### src/rtl/nor_flash_command_interface_assert.svh
// Assertion macros for the NOR flash command interface.
// Clocked assertion forms, with and without a reset that disables them.
`ifndef NOR_FLASH_COMMAND_INTERFACE_ASSERT_SVH
`define NOR_FLASH_COMMAND_INTERFACE_ASSERT_SVH
`ifndef NO_ASSERTIONS
// Checked at every clock edge outside reset.
`define NFCI_ASSERT(lbl, clk, rst, prop, msg) \
  lbl: assert property (@(posedge clk) disable iff (rst) prop) else $error(msg);
// Checked at every clock edge, reset included.
`define NFCI_ASSERT_NORST(lbl, clk, prop, msg) \
  lbl: assert property (@(posedge clk) prop) else $error(msg);
`else
`define NFCI_ASSERT(lbl, clk, rst, prop, msg)
`define NFCI_ASSERT_NORST(lbl, clk, prop, msg)
`endif
`endif

### src/rtl/nfci_ram.sv
// Generic single-clock RAM with one write port and one registered read port.
// No dependencies.
module nfci_ram #(
  parameter int WIDTH = 8,
  parameter int DEPTH = 256
) (
  input  logic                                      clk,
  input  logic                                      we,
  input  logic [(DEPTH > 1 ? $clog2(DEPTH) : 1)-1:0] waddr,
  input  logic [WIDTH-1:0]                          wdata,
  input  logic                                      re,
  input  logic [(DEPTH > 1 ? $clog2(DEPTH) : 1)-1:0] raddr,
  output logic [WIDTH-1:0]                          rdata
);

  logic [WIDTH-1:0] mem [DEPTH];

  // Write port, and a read port whose data holds until the next read.
  always_ff @(posedge clk) begin
    if (we) begin
      mem[waddr] <= wdata;
    end
    if (re) begin
      rdata <= mem[raddr];
    end
  end

endmodule

### config.mk
export PLATFORM = sky130hd
export DESIGN_NAME = nfci_ram
export DESIGN_NICKNAME = d
export VERILOG_FILES = /design/src/rtl/nor_flash_command_interface_assert.svh /design/src/rtl/nfci_ram.sv
export SDC_FILE = /design/constraint.sdc
export NUM_CORES = 2
export LEC_CHECK = 0
export ABC_AREA = 1
export BUFFER_PORTS_ARGS = -buffer_cell sky130_fd_sc_hd__buf_2
export CAP_MARGIN = 5
export CORE_AREA = 2 2 400 402
export DETAILED_ROUTE_END_ITERATION = 12
export DIE_AREA = 0 0 402 404
export PLACE_DENSITY_LB_ADDON = 0.1
export SETUP_SLACK_MARGIN = 0.3
export SLEW_MARGIN = 20
export SYNTH_ARGS = -nofsm -noshare
export SYNTH_HDL_FRONTEND = slang
export SYNTH_SLANG_ARGS = --single-unit
### constraint.sdc
create_clock -name clk -period 3.3 [get_ports clk]
set_input_delay 0.33 -clock clk [delete_from_list [all_inputs] [get_ports clk]]
set_output_delay 0.33 -clock clk [all_outputs]
set_load 0.02 [all_outputs]
==> flow_results.xml <==
<?xml version="1.0" encoding="UTF-8"?>
<metrics>
  <group name="status">
    <metric name="run_status" unit="">finished with violations</metric>
    <metric name="failed_checks" unit="">hold timing</metric>
  </group>
  <group name="critical_path">
    <metric name="timing_worst_setup_path_type" unit="">input port to register</metric>
    <metric name="timing.critical_path.arrival" unit="ps">2960</metric>
    <metric name="critPathMaxFanout" unit="">72</metric>
    <metric name="setup.worst_path.start_class" unit="">input port</metric>
    <metric name="critPathRequiredTime" unit="ps">4010</metric>
    <metric name="setup.worst_path.end_class" unit="">register</metric>
  </group>
  <group name="drt">
    <metric name="vias" unit="">55300</metric>
    <metric name="remaining_drc_errors" unit="">0</metric>
    <metric name="number_of_drc_markers_in_iteration_0" unit="">6226</metric>
    <metric name="drt_first_pass_iters" unit="">6</metric>
    <metric name="post_drt_via_cell_ratio" unit="">5.89</metric>
    <metric name="wl_per_cell" unit="µm">25.0</metric>
    <metric name="postRouteWirelength" unit="mm">235</metric>
    <metric name="detail-route-antenna-nets" unit="">0</metric>
  </group>
  <group name="cts">
    <metric name="clk-insertion-delay-late" unit="ps">850</metric>
    <metric name="numCtsBuffers" unit="">206</metric>
    <metric name="clkSlewWorstSetupHoldPaths" unit="ps">60</metric>
    <metric name="post_cts_setup_buffer_count" unit="">0</metric>
    <metric name="htreeDepth" unit="">4</metric>
    <metric name="clockRootBuffer" unit="">sky130_fd_sc_hd__clkbuf_16</metric>
    <metric name="cts_buffer_depth" unit="">3</metric>
    <metric name="cts_tree" unit="">done</metric>
    <metric name="cts_sinks" unit="">2056</metric>
  </group>
  <group name="timing">
    <metric name="rsz0062_at_grt" unit="">no</metric>
    <metric name="worst_slew_margin_rel" unit="%">19.6</metric>
    <metric name="max_slew.worst_pin.slew" unit="ps">1210</metric>
    <metric name="final.setup.tns" unit="ps">0</metric>
    <metric name="min_clock_period_post_route" unit="ps">2260</metric>
    <metric name="setup_viol_count_final" unit="">0</metric>
    <metric name="timing.clock.skew" unit="ps">20.1</metric>
    <metric name="post_route_worst_hold_slack" unit="ps">-7.13</metric>
    <metric name="max_freq" unit="MHz">443</metric>
    <metric name="final_hold_viol_count" unit="">2</metric>
    <metric name="finalCritPeriodShare" unit="%">68.4</metric>
    <metric name="finalMaxSlewViolations" unit="">0</metric>
  </group>
  <group name="floorplanning">
    <metric name="die_extent_in_y" unit="µm">404</metric>
    <metric name="top_level_ports" unit="">35</metric>
    <metric name="initial_core_util" unit="%">52.9</metric>
    <metric name="placeableCoreArea" unit="µm²">158000</metric>
    <metric name="chipWidth" unit="µm">402</metric>
    <metric name="die_area" unit="µm²">162000</metric>
    <metric name="num_rows" unit="">146</metric>
  </group>
  <group name="power">
    <metric name="power.switching" unit="µW">12300</metric>
    <metric name="p_clk_share" unit="%">40.4</metric>
    <metric name="p_int" unit="µW">41800</metric>
    <metric name="power_frac_comb" unit="%">6.4</metric>
    <metric name="p_leak" unit="µW">0.0331</metric>
    <metric name="power.density_cell_area" unit="nW/µm²">576</metric>
    <metric name="power.share.sequential" unit="%">53.3</metric>
    <metric name="power.switching_fraction" unit="%">22.8</metric>
    <metric name="vdd_drop_max" unit="mV">0.545</metric>
  </group>
  <group name="global_route">
    <metric name="groute.usage.overall" unit="%">28.9</metric>
    <metric name="overflow" unit="">0</metric>
    <metric name="grt_max_degree" unit="">112</metric>
    <metric name="first_global_vias" unit="">53000</metric>
    <metric name="grt_first_pass_wirelength" unit="mm">348</metric>
    <metric name="antenna_found_initial" unit="">7</metric>
  </group>
  <group name="placed_design">
    <metric name="port_buffers" unit="">34</metric>
    <metric name="place_area" unit="µm²">87800</metric>
    <metric name="post-place-cells" unit="">9009</metric>
    <metric name="post-dp-hpwl" unit="mm">137</metric>
    <metric name="place.gp.congestion" unit="">0.876</metric>
  </group>
  <group name="cells_and_area">
    <metric name="mostFrequentLayoutCells" unit="">sky130_fd_sc_hd__nand2_1, sky130_fd_sc_hd__edfxtp_1, sky130_fd_sc_hd__nand3_1, sky130_fd_sc_hd__buf_4, sky130_fd_sc_hd__nor2_1</metric>
    <metric name="drive_gt1_share" unit="%">9.45</metric>
    <metric name="final_cells" unit="">9389</metric>
    <metric name="num-fill-cells" unit="">12600</metric>
    <metric name="final_common_cell" unit="">sky130_fd_sc_hd__nand2_1</metric>
    <metric name="syn_to_final_growth" unit="%">12.7</metric>
    <metric name="nets" unit="">7178</metric>
    <metric name="final_area" unit="µm²">94100</metric>
  </group>
  <group name="synthesis">
    <metric name="synth.distinct_cells" unit="">13</metric>
    <metric name="synth_area_per_cell" unit="µm²">11.9</metric>
    <metric name="yosys_warning_count" unit="">0</metric>
    <metric name="synth-seq-area-share" unit="%">74.0</metric>
    <metric name="netlist_area" unit="µm²">83500</metric>
    <metric name="syn_nets" unit="">7030</metric>
    <metric name="post_synth_inst_count" unit="">7003</metric>
    <metric name="yosys_register_bits" unit="">2056</metric>
  </group>
  <group name="run">
    <metric name="drv_cap" unit="">0</metric>
  </group>
  <group name="min_path">
    <metric name="hold_path_class" unit="">input port to register</metric>
  </group>
</metrics>
[power by group through the flow]
stage                     registers [µW]  logic, µW  clock network, µW
after detailed placement           29400       3420                  0
after global routing               28800       3710              23100
final                              28800       3450              21800
after global placement             29400       3390                  0
after floorplan                    29400       1780                  0
after CTS                          28800       3430              22100
[logic make-up after synthesis]
group                  count (synthesis)  share of synthesized area [%]
and+or+nand+nor                     4425                           22.9
DFF                                 2056                           74.0
buffers and inverters                522                           3.12
[registers in the layout, indices dropped and copies added (netlist names)]
name	cells
mem	2048
rdata	8
[worst max-delay path, stage by stage]
cell	delay, ps
sky130_fd_sc_hd__buf_8	160
sky130_fd_sc_hd__inv_16	330
sky130_fd_sc_hd__buf_12	360
sky130_fd_sc_hd__nand2_1	100
sky130_fd_sc_hd__nand3_1	90
sky130_fd_sc_hd__nand3_1	140
sky130_fd_sc_hd__nand3_1	160
sky130_fd_sc_hd__nand3_1	200
sky130_fd_sc_hd__nand3_1	150
sky130_fd_sc_hd__nand3_1	380
sky130_fd_sc_hd__nand2_1	270
sky130_fd_sc_hd__nand2_1	70
sky130_fd_sc_hd__nand2_1	90
[layer usage]
layer | share of wire, % | global-route usage, %
met1 | 42 | 41.8
met2 | 47 | 45.2
met3 | 8.6 | 5.11
met5 | 0.012 | 0
met4 | 2.7 | 8.52
[what timing repair did]
item,CTS,global route
resized for setup,0,0
hold buffers,6,0
endpoints found under the hold margin,233,0
[cell usage after synthesis, drive strengths merged]
master     n  area (µm²)
buf      371        2030
clkbuf   112         420
edfxtp  2056       61700
inv       39         149
nand2   2123        7970
nand3   2019       10100
nor2     283        1060
[final timing paths]
kind / startpoint / endpoint / slack (ps) / depth (start not counted)
max: raddr[0] / rdata[5] / 1040 / 13
min: wdata[0] / mem[123][0] / -7 / 1
max reg2reg: mem[25][6] / rdata[6] / 1130 / 10
min reg2reg: mem[87][1] / rdata[1] / 1080 / 10
[area by class of cell]
| type | count | area (µm²) | share of cell area, % |
|---|---|---|---|
| antenna | 5 | 12.5 | 0.0133 |
| tap | 2072 | 2590 | 2.76 |
| sequential | 2056 | 61700 | 65.6 |
| clock inverter | 113 | 748 | 0.795 |
| timing repair buffer | 423 | 4180 | 4.45 |
| inverter | 39 | 180 | 0.192 |
| clock buffer | 256 | 5450 | 5.79 |
| multi-input combinational | 4425 | 19200 | 20.4 |
[through the flow]
| step | hold slack [ps] | total power (µW) | setup WS [ps] | utilization (%) |
|---|---|---|---|---|
| 2_1_floorplan | 429 | 31200 | 1480 | - |
| 3_3_place_gp | 794 | 32800 | 290 | 55.6 |
| 3_5_place_dp | 800 | 32800 | 327 | 55.6 |
| 4_1_cts | 2.92 | 54400 | 1170 | 59.6 |
| 5_1_grt | 17.2 | 55600 | 1040 | 59.6 |
| 6_report | -7.13 | 54100 | 1040 | 59.6 |
Note: power is estimated with default switching activity, not from simulation.
